<file path="config.mk">
export PLATFORM = sky130hd
export DESIGN_NAME = telemetry_frame_receiver_top
export DESIGN_NICKNAME = d
export VERILOG_FILES = /design/src/tfr_pkg.sv /design/src/tfr_front.sv /design/src/tfr_evq.sv /design/src/tfr_back.sv /design/src/telemetry_frame_receiver_top.sv
export SDC_FILE = /design/constraint.sdc
export NUM_CORES = 1
export LEC_CHECK = 0
export BUFFER_PORTS_ARGS = -buffer_cell sky130_fd_sc_hd__buf_2
export CAP_MARGIN = 10
export CORE_UTILIZATION = 59
export DETAILED_ROUTE_END_ITERATION = 6
export PLACE_DENSITY = 0.82
export SKIP_CTS_REPAIR_TIMING = 1
export SYNTH_ARGS = -nofsm -noshare
export SYNTH_HDL_FRONTEND = slang
export SYNTH_SLANG_ARGS = --single-unit
</file>
<file path="constraint.sdc">
create_clock -name clk_i -period 13.2 [get_ports clk_i]
set_input_delay 1.98 -clock clk_i [delete_from_list [all_inputs] [get_ports clk_i]]
set_output_delay 1.98 -clock clk_i [all_outputs]
set_load 0.02 [all_outputs]
</file>
<file path="src/tfr_pkg.sv">
// ----------------------------------------------------------------------------
// Telemetry frame receiver package
// Byte codes, frame lengths, parser state and the words passed between the
// front parser and the back assembler.
// ----------------------------------------------------------------------------
package tfr_pkg;

  localparam logic [7:0] HdrByte   = 8'h55;
  localparam logic [7:0] CodeShort = 8'hF1;
  localparam logic [7:0] CodeLong  = 8'hF2;
  localparam logic [7:0] TailByte  = 8'hAA;

  localparam int unsigned ShortLen     = 7;
  localparam int unsigned LongLen      = 15;
  localparam int unsigned PayloadDepth = 12;
  localparam int unsigned PosW         = 4;

  typedef enum logic [1:0] {
    PhHunt = 2'd0,
    PhCode = 2'd1,
    PhData = 2'd2
  } phase_e;

  typedef struct packed {
    logic            is_tail;
    logic            long_frame;
    logic            tail_ok;
    logic [PosW-1:0] pos;
    logic [7:0]      data;
  } evt_t;

  typedef struct packed {
    logic        frame_kind;
    logic        tail_ok;
    logic [15:0] left_hall_speed;
    logic [15:0] right_hall_speed;
    logic [31:0] first_position_word;
    logic [31:0] second_position_word;
  } res_t;

endpackage

</file>
<file path="src/tfr_front.sv">
// ----------------------------------------------------------------------------
// Telemetry frame receiver front parser
// Tracks header, function code and byte position; payload bytes become store
// words and a frame's last byte becomes a tail word for the back part.
// ----------------------------------------------------------------------------
module tfr_front import tfr_pkg::*; #(
  parameter int unsigned RX_BUFFER_BYTES = 16
) (
  input  logic       clk_i,
  input  logic       rst_ni,
  input  logic       push_i,
  input  logic       full_i,
  input  logic [7:0] rx_byte_i,
  output logic       evt_valid_o,
  output evt_t       evt_o
);

  localparam int unsigned IdxW = $clog2(RX_BUFFER_BYTES + 1);

  phase_e          phase_q, phase_d;
  logic            long_q, long_d;
  logic [IdxW-1:0] idx_q, idx_d;
  logic [IdxW-1:0] idx_inc;
  logic [IdxW-1:0] idx_off;
  logic [IdxW-1:0] frame_len;
  logic            accept;

  assign accept    = push_i & ~full_i;
  assign idx_inc   = idx_q + IdxW'(1);
  assign idx_off   = idx_q - IdxW'(2);
  assign frame_len = long_q ? IdxW'(LongLen) : IdxW'(ShortLen);

  always_ff @(posedge clk_i or negedge rst_ni) begin
    if (!rst_ni) begin
      phase_q <= PhHunt;
      long_q  <= 1'b0;
      idx_q   <= '0;
    end else begin
      phase_q <= phase_d;
      long_q  <= long_d;
      idx_q   <= idx_d;
    end
  end

  always_comb begin
    phase_d           = phase_q;
    long_d            = long_q;
    idx_d             = idx_q;
    evt_valid_o       = 1'b0;
    evt_o.is_tail     = 1'b0;
    evt_o.long_frame  = long_q;
    evt_o.tail_ok     = (rx_byte_i == TailByte);
    evt_o.pos         = PosW'(idx_off);
    evt_o.data        = rx_byte_i;
    if (accept) begin
      if (rx_byte_i == HdrByte) begin
        phase_d = PhCode;
        idx_d   = IdxW'(1);
      end else begin
        unique case (phase_q)
          PhHunt: begin
          end
          PhCode: begin
            if (rx_byte_i == CodeShort || rx_byte_i == CodeLong) begin
              long_d  = (rx_byte_i == CodeLong);
              idx_d   = IdxW'(2);
              phase_d = PhData;
            end
          end
          PhData: begin
            priority if (idx_q >= IdxW'(RX_BUFFER_BYTES)) begin
              phase_d = PhHunt;
              idx_d   = '0;
            end else if (idx_inc < frame_len) begin
              if (idx_q >= IdxW'(2) && idx_off < IdxW'(PayloadDepth)) begin
                evt_valid_o = 1'b1;
              end
              idx_d = idx_inc;
            end else begin
              evt_valid_o   = 1'b1;
              evt_o.is_tail = 1'b1;
              phase_d       = PhHunt;
              idx_d         = '0;
            end
          end
          default: begin
          end
        endcase
      end
    end
  end

endmodule

</file>
<file path="src/tfr_evq.sv">
// ----------------------------------------------------------------------------
// Telemetry frame receiver event queue
// Two-entry queue of parser words between the front and the back part.
// ----------------------------------------------------------------------------
module tfr_evq import tfr_pkg::*; (
  input  logic clk_i,
  input  logic rst_ni,
  input  logic push_i,
  input  evt_t evt_i,
  output logic full_o,
  output logic valid_o,
  output evt_t evt_o,
  input  logic pop_i
);

  evt_t       ent_q [2];
  logic       wr_ptr_q, rd_ptr_q;
  logic [1:0] cnt_q;
  logic       do_push, do_pop;

  assign full_o  = (cnt_q == 2'd2);
  assign valid_o = (cnt_q != 2'd0);
  assign evt_o   = ent_q[rd_ptr_q];
  assign do_push = push_i & ~full_o;
  assign do_pop  = pop_i & valid_o;

  always_ff @(posedge clk_i or negedge rst_ni) begin
    if (!rst_ni) begin
      wr_ptr_q <= 1'b0;
      rd_ptr_q <= 1'b0;
      cnt_q    <= 2'd0;
    end else begin
      if (do_push) begin
        wr_ptr_q <= ~wr_ptr_q;
      end
      if (do_pop) begin
        rd_ptr_q <= ~rd_ptr_q;
      end
      cnt_q <= cnt_q + {1'b0, do_push} - {1'b0, do_pop};
    end
  end

  always_ff @(posedge clk_i) begin
    if (do_push) begin
      ent_q[wr_ptr_q] <= evt_i;
    end
  end

endmodule

</file>
<file path="src/tfr_back.sv">
// ----------------------------------------------------------------------------
// Telemetry frame receiver back assembler
// Stores payload bytes, builds the decoded frame on each tail word and holds
// finished frames in a two-entry result queue.
// ----------------------------------------------------------------------------
module tfr_back import tfr_pkg::*; (
  input  logic clk_i,
  input  logic rst_ni,
  input  logic evt_valid_i,
  input  evt_t evt_i,
  output logic evt_pop_o,
  output logic empty_o,
  input  logic pop_i,
  output res_t res_o
);

  logic [7:0] payload_q [PayloadDepth];
  res_t       res_q [2];
  res_t       res_new;
  logic       wr_ptr_q, rd_ptr_q;
  logic [1:0] out_cnt_q;
  logic       res_push, res_pop;

  assign evt_pop_o = evt_valid_i & (~evt_i.is_tail | (out_cnt_q != 2'd2));
  assign res_push  = evt_pop_o & evt_i.is_tail;
  assign empty_o   = (out_cnt_q == 2'd0);
  assign res_pop   = pop_i & ~empty_o;
  assign res_o     = res_q[rd_ptr_q];

  always_comb begin
    res_new.frame_kind       = evt_i.long_frame;
    res_new.tail_ok          = evt_i.tail_ok;
    res_new.left_hall_speed  = {payload_q[1], payload_q[0]};
    res_new.right_hall_speed = {payload_q[3], payload_q[2]};
    if (evt_i.long_frame) begin
      res_new.first_position_word  = {payload_q[7], payload_q[6], payload_q[5], payload_q[4]};
      res_new.second_position_word = {payload_q[11], payload_q[10], payload_q[9], payload_q[8]};
    end else begin
      res_new.first_position_word  = '0;
      res_new.second_position_word = '0;
    end
  end

  always_ff @(posedge clk_i) begin
    if (evt_pop_o && !evt_i.is_tail) begin
      payload_q[evt_i.pos] <= evt_i.data;
    end
    if (res_push) begin
      res_q[wr_ptr_q] <= res_new;
    end
  end

  always_ff @(posedge clk_i or negedge rst_ni) begin
    if (!rst_ni) begin
      wr_ptr_q  <= 1'b0;
      rd_ptr_q  <= 1'b0;
      out_cnt_q <= 2'd0;
    end else begin
      if (res_push) begin
        wr_ptr_q <= ~wr_ptr_q;
      end
      if (res_pop) begin
        rd_ptr_q <= ~rd_ptr_q;
      end
      out_cnt_q <= out_cnt_q + {1'b0, res_push} - {1'b0, res_pop};
    end
  end

`ifndef SYNTHESIS
  a_out_cnt: assert property (@(posedge clk_i) disable iff (!rst_ni)
    out_cnt_q <= 2'd2)
    else $error("Result queue count out of range.");

  a_stall_only_on_tail: assert property (@(posedge clk_i) disable iff (!rst_ni)
    evt_valid_i && !evt_pop_o |-> evt_i.is_tail && out_cnt_q == 2'd2)
    else $error("Back part stalled without a full result queue.");

  a_tail_gives_result: assert property (@(posedge clk_i) disable iff (!rst_ni)
    evt_pop_o && evt_i.is_tail |=> !empty_o)
    else $error("Taken tail word left no result.");

  a_short_zero_words: assert property (@(posedge clk_i) disable iff (!rst_ni)
    !empty_o && !res_o.frame_kind |->
      res_o.first_position_word == '0 && res_o.second_position_word == '0)
    else $error("Short frame carries position words.");
`endif

endmodule

</file>
<file path="src/telemetry_frame_receiver_top.sv">
// ----------------------------------------------------------------------------
// Telemetry frame receiver
// Assembles header, function code and payload bytes into decoded frames.
// ----------------------------------------------------------------------------
// Usage: bytes from the serial link enter on rx_byte_i through a queue-style
// port: a word is taken at a clock edge where push is high and full is low.
// Decoded frames leave through a queue-style port: while empty is low the
// oldest frame is on the result ports, and it is taken when pop is high.
// The block takes one byte every cycle while full is low. Full rises only
// after the result queue of two frames has filled and the two-entry queue
// between the parser and the assembler holds a waiting tail byte and one
// more word. A frame enters the result queue when the assembler takes its
// tail word, and one whose tail byte is not 0xAA is still delivered, with
// tail_ok_o low. Position words are zero for short frames. Reset puts the
// parser in header search and empties both queues; stored payload bytes are
// not cleared, and every frame writes the bytes that it reads before its
// tail arrives. When the receiver holds pop low, finished frames stay queued
// and the byte side keeps running until the queues are full.
// ----------------------------------------------------------------------------
module telemetry_frame_receiver_top import tfr_pkg::*; #(
  parameter int unsigned RX_BUFFER_BYTES = 16
) (
  input  logic        clk_i,
  input  logic        rst_ni,
  input  logic        push,
  output logic        full,
  input  logic [7:0]  rx_byte_i,
  output logic        empty,
  input  logic        pop,
  output logic        frame_kind_o,
  output logic        tail_ok_o,
  output logic [15:0] left_hall_speed_o,
  output logic [15:0] right_hall_speed_o,
  output logic [31:0] first_position_word_o,
  output logic [31:0] second_position_word_o
);

  logic evt_push;
  evt_t evt_in;
  logic evt_valid;
  evt_t evt_out;
  logic evt_pop;
  res_t res;

  tfr_front #(
    .RX_BUFFER_BYTES(RX_BUFFER_BYTES)
  ) u_front (
    .clk_i      (clk_i),
    .rst_ni     (rst_ni),
    .push_i     (push),
    .full_i     (full),
    .rx_byte_i  (rx_byte_i),
    .evt_valid_o(evt_push),
    .evt_o      (evt_in)
  );

  tfr_evq u_evq (
    .clk_i  (clk_i),
    .rst_ni (rst_ni),
    .push_i (evt_push),
    .evt_i  (evt_in),
    .full_o (full),
    .valid_o(evt_valid),
    .evt_o  (evt_out),
    .pop_i  (evt_pop)
  );

  tfr_back u_back (
    .clk_i      (clk_i),
    .rst_ni     (rst_ni),
    .evt_valid_i(evt_valid),
    .evt_i      (evt_out),
    .evt_pop_o  (evt_pop),
    .empty_o    (empty),
    .pop_i      (pop),
    .res_o      (res)
  );

  assign frame_kind_o           = res.frame_kind;
  assign tail_ok_o              = res.tail_ok;
  assign left_hall_speed_o      = res.left_hall_speed;
  assign right_hall_speed_o     = res.right_hall_speed;
  assign first_position_word_o  = res.first_position_word;
  assign second_position_word_o = res.second_position_word;

endmodule
</file>
==> flow_summary.json, run 1 <==
{
  "hold_viol": 0,
  "cp-start-kind": "register",
  "grt_max_degree": 72,
  "synth_nets": 694,
  "ys_top_cells_by_area": "edfxtp_1 (76%), mux2_2 (9.6%), nor2b_1 (3.4%)",
  "min_from": "u_back.payload_q[1][6]",
  "grt_use_total_pct": 20.6,
  "dpl_cell_area_sq_um": 13600,
  "syn_area_sq_um": 12700,
  "yosysUniqueCellTypes": 47,
  "synthCells": 670,
  "p_clk_share_pct": 24.4,
  "fin_nets": 825,
  "avgSynthCellArea_sq_um": 18.9,
  "path_clk_slew_ns": 0.06,
  "power.density_nw_per_um2": 248,
  "grt_pass1_vias": 6143,
  "cp-endpoint": "first_position_word_o[21]",
  "fp.coreArea_sq_um": 21100,
  "wire_per_inst_microns": 20.2,
  "clockBufferDepth": 3,
  "num_rows": 53,
  "wl_microns": 22200,
  "run_status": "finished clean",
  "synthDominantCellAreaShare_pct": 76.2,
  "cts_tree": "built",
  "r2r-start": "u_evq.rd_ptr_q",
  "fin_worst_skew_ns": 0.0192,
  "setup_viol": 0,
  "drc": 0,
  "grt_overflow_total": 0,
  "synth_ff_type": "edfxtp_1",
  "power_leakage_nw": 5.18,
  "yosys_warnings": 0,
  "port_buffers": 111,
  "worstPathRequired_ns": 11.22,
  "first_pass_iters": 5,
  "combPwrFrac_pct": 30.1,
  "power_switching_mw": 1.18,
  "synth_seq_cells": 338,
  "vias": 6045,
  "synth_edf_count": 322,
  "cts_num_sinks": 338,
  "post-synth-top-area-cell": "edfxtp_1",
  "grt_first_pass_wirelength_microns": 33500,
  "finalSetupTns_ns": 0,
  "h-tree-depth": 2,
  "cp.arrival_ns": 2.62,
  "area_growth_pct": 15.1,
  "power_frac_seq_pct": 45.4,
  "drt-vias-per-instance": 5.51,
  "p_int_mw": 2.44,
  "ff2ff_path_depth": 5,
  "die_area_sq_um": 22100,
  "place_hpwl_microns": 13600,
  "worst_pin_slew_ns": 0.961,
  "fin_crit_sh_pct": 34.8,
  "cts_inserted_buffers": 34,
  "insertedDiodeCount": 0,
  "antenna_found_initial": 0,
  "slew_violations": 0,
  "start_util_pct": 60.2,
  "critPathLaunch": "u_back.rd_ptr_q",
  "routabilityCongestion": 0.791,
  "stdcell_area_sq_um": 14600,
  "netSwitchingFraction_pct": 32.7,
  "dp_slack_ns": 8.83,
  "min_path_type": "register to register",
  "die_w_microns": 149,
  "cts.root.buffer_cell": "clkbuf_16",
  "synth_seq_area_share_pct": 79.3,
  "clkLatencyLatePin_ns": 0.51,
  "r2r_slack_ns": 9.66,
  "dr_wl_met3_microns": 1140,
  "max_freq_ghz": 0.218,
  "final.setup.worst_slack_ns": 8.60,
  "rsz0062_at_grt": "false",
  "layout-drive-gt1-share_pct": 34.1,
  "maxCapViolations": 0,
  "max-slew-margin-rel_pct": 35.9,
  "drtIter0Drc": 397,
  "ir_drop_mv": 0.133,
  "die_h_microns": 149,
  "wl_met1_microns": 8870,
  "cp_max_fo": 71,
  "yosysMostFrequentCell": "edfxtp_1",
  "drtAntennaViolNets": 0,
  "io_pins": 112,
  "ys_async_sr_fraction_pct": 4.73,
  "path_class": "register to primary output",
  "synth_common_cells": "edfxtp_1 (322), mux2_2 (108), nor2b_1 (68)",
  "end_kind": "primary output",
  "wl_met2_microns": 11400,
  "r2r_end": "u_back.res_q[1][59]",
  "period_minus_slack_ns": 4.60,
  "top_layer_used": "met4"
}
placed cells by master (no fill, tap or decap), drive strengths merged, types with 2 or more instances in the layout:
cell      n
mux2i     2
a21o      2
nand2b    2
nor3      4
ha       12
xnor2     5
clkbuf   41
inv      23
mux2    109
nor3b     4
and3b     2
buf     117
nand2    11
nor2b    68
edfxtp  322
and2      3
xor2      6
a21oi     7
o21ai     5
nand3     5
dfrtp    16
nand4     2
nor2     22
a311oi    2
clkinv   13
cells by family (layout without fill, tap and decap cells):
kind of cell	Yosys count	in the layout	share of synthesized area, %
DFF	338	338	79.3
and+or+nand+nor	127	127	5.84
muxes	111	111	9.83
buffers and inverters	43	196	1.33
AOI/OAI and AO/OA	28	28	1.73
adders and majority gates	12	12	1.18
xor gates and xnor gates	11	11	0.759
metal layers:
| metal | global-route usage [%] | vias up |
|---|---|---|
| met5 | 0 | - |
| met4 | 8.09 | 0 |
| met3 | 3.71 | 50 |
| met2 | 36.1 | 188 |
| met1 | 25.6 | 3013 |
| li1 | - | 2794 |
final cells by class:
cell class	instances	area (sq um)
Timing Repair Buffer	117	601
Inverter	21	78.8
Fill cell	1325	6480
Sequential cell	338	10100
Multi-Input combinational cell	289	2480
Clock buffer	41	918
Clock inverter	17	116
Tap cell	275	344
worst min-delay path by stage:
stage	to	cells after the start	slack [ns]
5_1_grt	u_back.res_q[0][77]	0	0.45
3_5_place_dp	u_back.res_q[0][77]	0	0.43
4_1_cts	u_back.res_q[1][72]	0	0.44
6_report	u_back.res_q[0][94]	0	0.44
2_1_floorplan	u_back.res_q[0][64]	0	0.42
3_3_place_gp	u_back.res_q[0][81]	0	0.42
power groups by stage:
stage	clock [mW]	combinational, mW	sequential (mW)
3_3_place_gp	0	1.07	1.65
6_report	0.884	1.09	1.65
5_1_grt	0.943	1.17	1.67
2_1_floorplan	0	0.780	1.65
4_1_cts	0.900	1.11	1.65
3_5_place_dp	0	1.10	1.67
stage by stage:
step	utilization [%]	hold WS, ns	cells	total power, mW
2_1_floorplan	-	0.421	670	2.43
3_3_place_gp	64.3	0.423	1039	2.71
3_5_place_dp	64.3	0.431	1039	2.76
4_1_cts	69.2	0.442	1097	3.65
5_1_grt	69.3	0.450	1098	3.78
6_report	69.3	0.441	1098	3.62
sequential cells by signal (all words and copies together) (netlist names):
register,flops
u_back.res_q,196
u_evq.wr_ptr_q,1
u_evq.rd_ptr_q,1
u_front.phase_q,2
u_evq.cnt_q,2
u_back.rd_ptr_q,1
u_front.idx_q,5
u_back.payload_q,96
u_back.out_cnt_q,2
u_evq.ent_q,30
u_back.wr_ptr_q,1
u_front.long_q,1
critical path, stage by stage (launching register included):
cell,delay (ns)
dfrtp_4,0.68
buf_4,0.79
mux2_2,0.43
buf_2,0.16
No activity file was read; power rests on OpenSTA's default activity.
==> run 2: changes to the inputs <==
--- a/config.mk
+++ b/config.mk
@@ -7,9 +7,9 @@
 export LEC_CHECK = 0
 export BUFFER_PORTS_ARGS = -buffer_cell sky130_fd_sc_hd__buf_2
 export CAP_MARGIN = 10
-export CORE_UTILIZATION = 59
+export CORE_UTILIZATION = 53
 export DETAILED_ROUTE_END_ITERATION = 6
-export PLACE_DENSITY = 0.82
+export PLACE_DENSITY = 0.78
 export SKIP_CTS_REPAIR_TIMING = 1
 export SYNTH_ARGS = -nofsm -noshare
 export SYNTH_HDL_FRONTEND = slang
==> constraint.sdc (replaced) <==
create_clock -name clk_i -period 3.7 [get_ports clk_i]
set_input_delay 0.555 -clock clk_i [delete_from_list [all_inputs] [get_ports clk_i]]
set_output_delay 0.555 -clock clk_i [all_outputs]
set_load 0.02 [all_outputs]
==> run 2 against run 1 <==
  * Global-route usage fell by 2.5 points
  * First-iteration DRC count fell by 6.0%
  * Setup slack got worse by 7.8 ns
  * Largest cell class unchanged
==> flow_summary.json, run 2 (synthesis gave the netlist of run 1 again) <==
{
  "rsz0062_at_grt": "false",
  "reg_top3": "u_back.res_q x196, u_back.payload_q x96, u_evq.ent_q x30",
  "die_h_microns": 157,
  "largest_reg_flops": 196,
  "worstPathRequired_ns": 3.14,
  "combPwrFrac_pct": 31.6,
  "wire_per_inst_microns": 19.4,
  "antenna_found_initial": 0,
  "power_leakage_nw": 5.21,
  "netSwitchingFraction_pct": 32.7,
  "fin_crit_sh_pct": 77.2,
  "cp.arrival_ns": 2.30,
  "die_w_microns": 157,
  "drc": 0,
  "largest-register": "u_back.res_q",
  "crit_path_max_incr_delay_ns": 0.67,
  "power.density_nw_per_um2": 877,
  "cts.root.buffer_cell": "clkbuf_16",
  "worst_pin_slew_ns": 0.884,
  "fp.coreArea_sq_um": 23500,
  "clkLatencyLatePin_ns": 0.54,
  "vias": 5962,
  "max-slew-margin-rel_pct": 40.8,
  "ir_drop_mv": 0.446,
  "slew_violations": 0,
  "area_growth_pct": 16.1,
  "layout_commonest_cell": "edfxtp_1",
  "clockBufferDepth": 3,
  "whs_ns": 0.227,
  "dpl_cell_area_sq_um": 13700,
  "min_path_type": "input port to register",
  "final.setup.worst_slack_ns": 0.844,
  "r2r_slack_ns": 1.04,
  "fin_worst_skew_ns": 0.0118,
  "cp-start-kind": "register",
  "drtIter0Drc": 373,
  "start_util_pct": 54.1,
  "path_class": "register to primary output",
  "grt_first_pass_wirelength_microns": 32800,
  "cts_inserted_buffers": 31,
  "dp_slack_ns": 1.08,
  "cts_tree": "built",
  "grt_use_total_pct": 18.1,
  "cp.depth": 3,
  "end_kind": "primary output",
  "cp-endpoint": "left_hall_speed_o[15]",
  "final_cell_mix": "edfxtp_1 (322), buf_2 (111), mux2_2 (107)",
  "multi_input_area_sq_um": 2490,
  "path_clk_slew_ns": 0.07,
  "path_buf_inv": 2,
  "p_clk_share_pct": 23.6,
  "power_switching_mw": 4.22,
  "power.total_mw": 12.9,
  "maxCapViolations": 0,
  "setup_viol": 0,
  "routabilityCongestion": 0.786,
  "die_area_sq_um": 24600,
  "first_pass_iters": 5,
  "finalSetupTns_ns": 0,
  "place_hpwl_microns": 13400,
  "io_pins": 112,
  "final_core_util_pct": 62.8,
  "grt_pass1_vias": 5852,
  "insertedDiodeCount": 0,
  "wl_microns": 22200,
  "grt_max_degree": 75,
  "port_buffers": 111,
  "critPathLaunch": "u_back.rd_ptr_q",
  "run_status": "finished clean",
  "crit_family": "flip-flops",
  "instances_no_fill": 1146,
  "grt_overflow_total": 0,
  "drtAntennaViolNets": 0,
  "cp_max_fo": 74,
  "cts_num_sinks": 338,
  "place_inst": 1088,
  "r2r-start": "u_front.idx_q[2]",
  "max_freq_ghz": 0.350,
  "hold_viol": 0,
  "fill_cells": 1586,
  "cpMaxStageDelayCell": "dfrtp_4",
  "regArea_sq_um": 10100,
  "path_cells": "buf_12 > mux2_2 > buf_2",
  "stdcell_area_sq_um": 14700,
  "fin_nets": 827,
  "layout-drive-gt1-share_pct": 34.8,
  "h-tree-depth": 1,
  "p_int_mw": 8.70,
  "num_rows": 56,
  "r2r_end": "u_evq.ent_q[1][11]",
  "ff2ff_path_depth": 7,
  "drt-vias-per-instance": 5.20,
  "power_frac_seq_pct": 44.8,
  "period_minus_slack_ns": 2.86
}
-- run 2: changes by cell type in the layout (fill, tap and decap cells not counted), moves of 2 or more --
cell,previous run,this run
buf_12,0,5
clkbuf_1,4,6
clkbuf_16,35,31
clkbuf_8,2,4
clkinv_1,8,3
clkinv_2,4,8
-- run 2: cell type report --
| type | count | share of cell area, % |
|---|---|---|
| flip-flops and latches | 338 | 68.4 |
| multi-input cells | 289 | 16.9 |
| clock buffers | 41 | 5.79 |
| repair buffers | 122 | 4.77 |
| well taps | 319 | 2.71 |
| clock inverters | 16 | 0.934 |
| inverters | 21 | 0.535 |
-- run 2: worst min path at each step --
stage	startpoint	end	slack, ns	cells past startpoint
detailed placement	u_back.payload_q[3][4]	u_back.res_q[1][76]	0.43	0
global route	rx_byte_i[2]	u_evq.ent_q[1][2]	0.22	1
finish	rx_byte_i[3]	u_evq.ent_q[1][3]	0.23	1
global placement	u_back.payload_q[1][2]	u_back.res_q[0][90]	0.42	0
CTS	rst_ni	u_front.phase_q[1]	-0.08	1
floorplan	rst_ni	u_back.out_cnt_q[0]	0.26	0
-- run 2: layer usage --
metal | global-route usage, % | share of wire [%]
met5 | 0 | 0
met4 | 4.58 | 1.3
met3 | 2.55 | 5.0
met2 | 31.4 | 51
met1 | 24.2 | 43
-- run 2: power by group through the flow --
stage                     Clock [mW]  Sequential (mW)  Combinational [mW]
after floorplan                    0             5.77                2.81
final                           3.05             5.79                4.08
after CTS                       3.10             5.80                4.17
after global routing            3.25             5.87                4.40
after global placement             0             5.81                4.10
after detailed placement           0             5.87                4.14
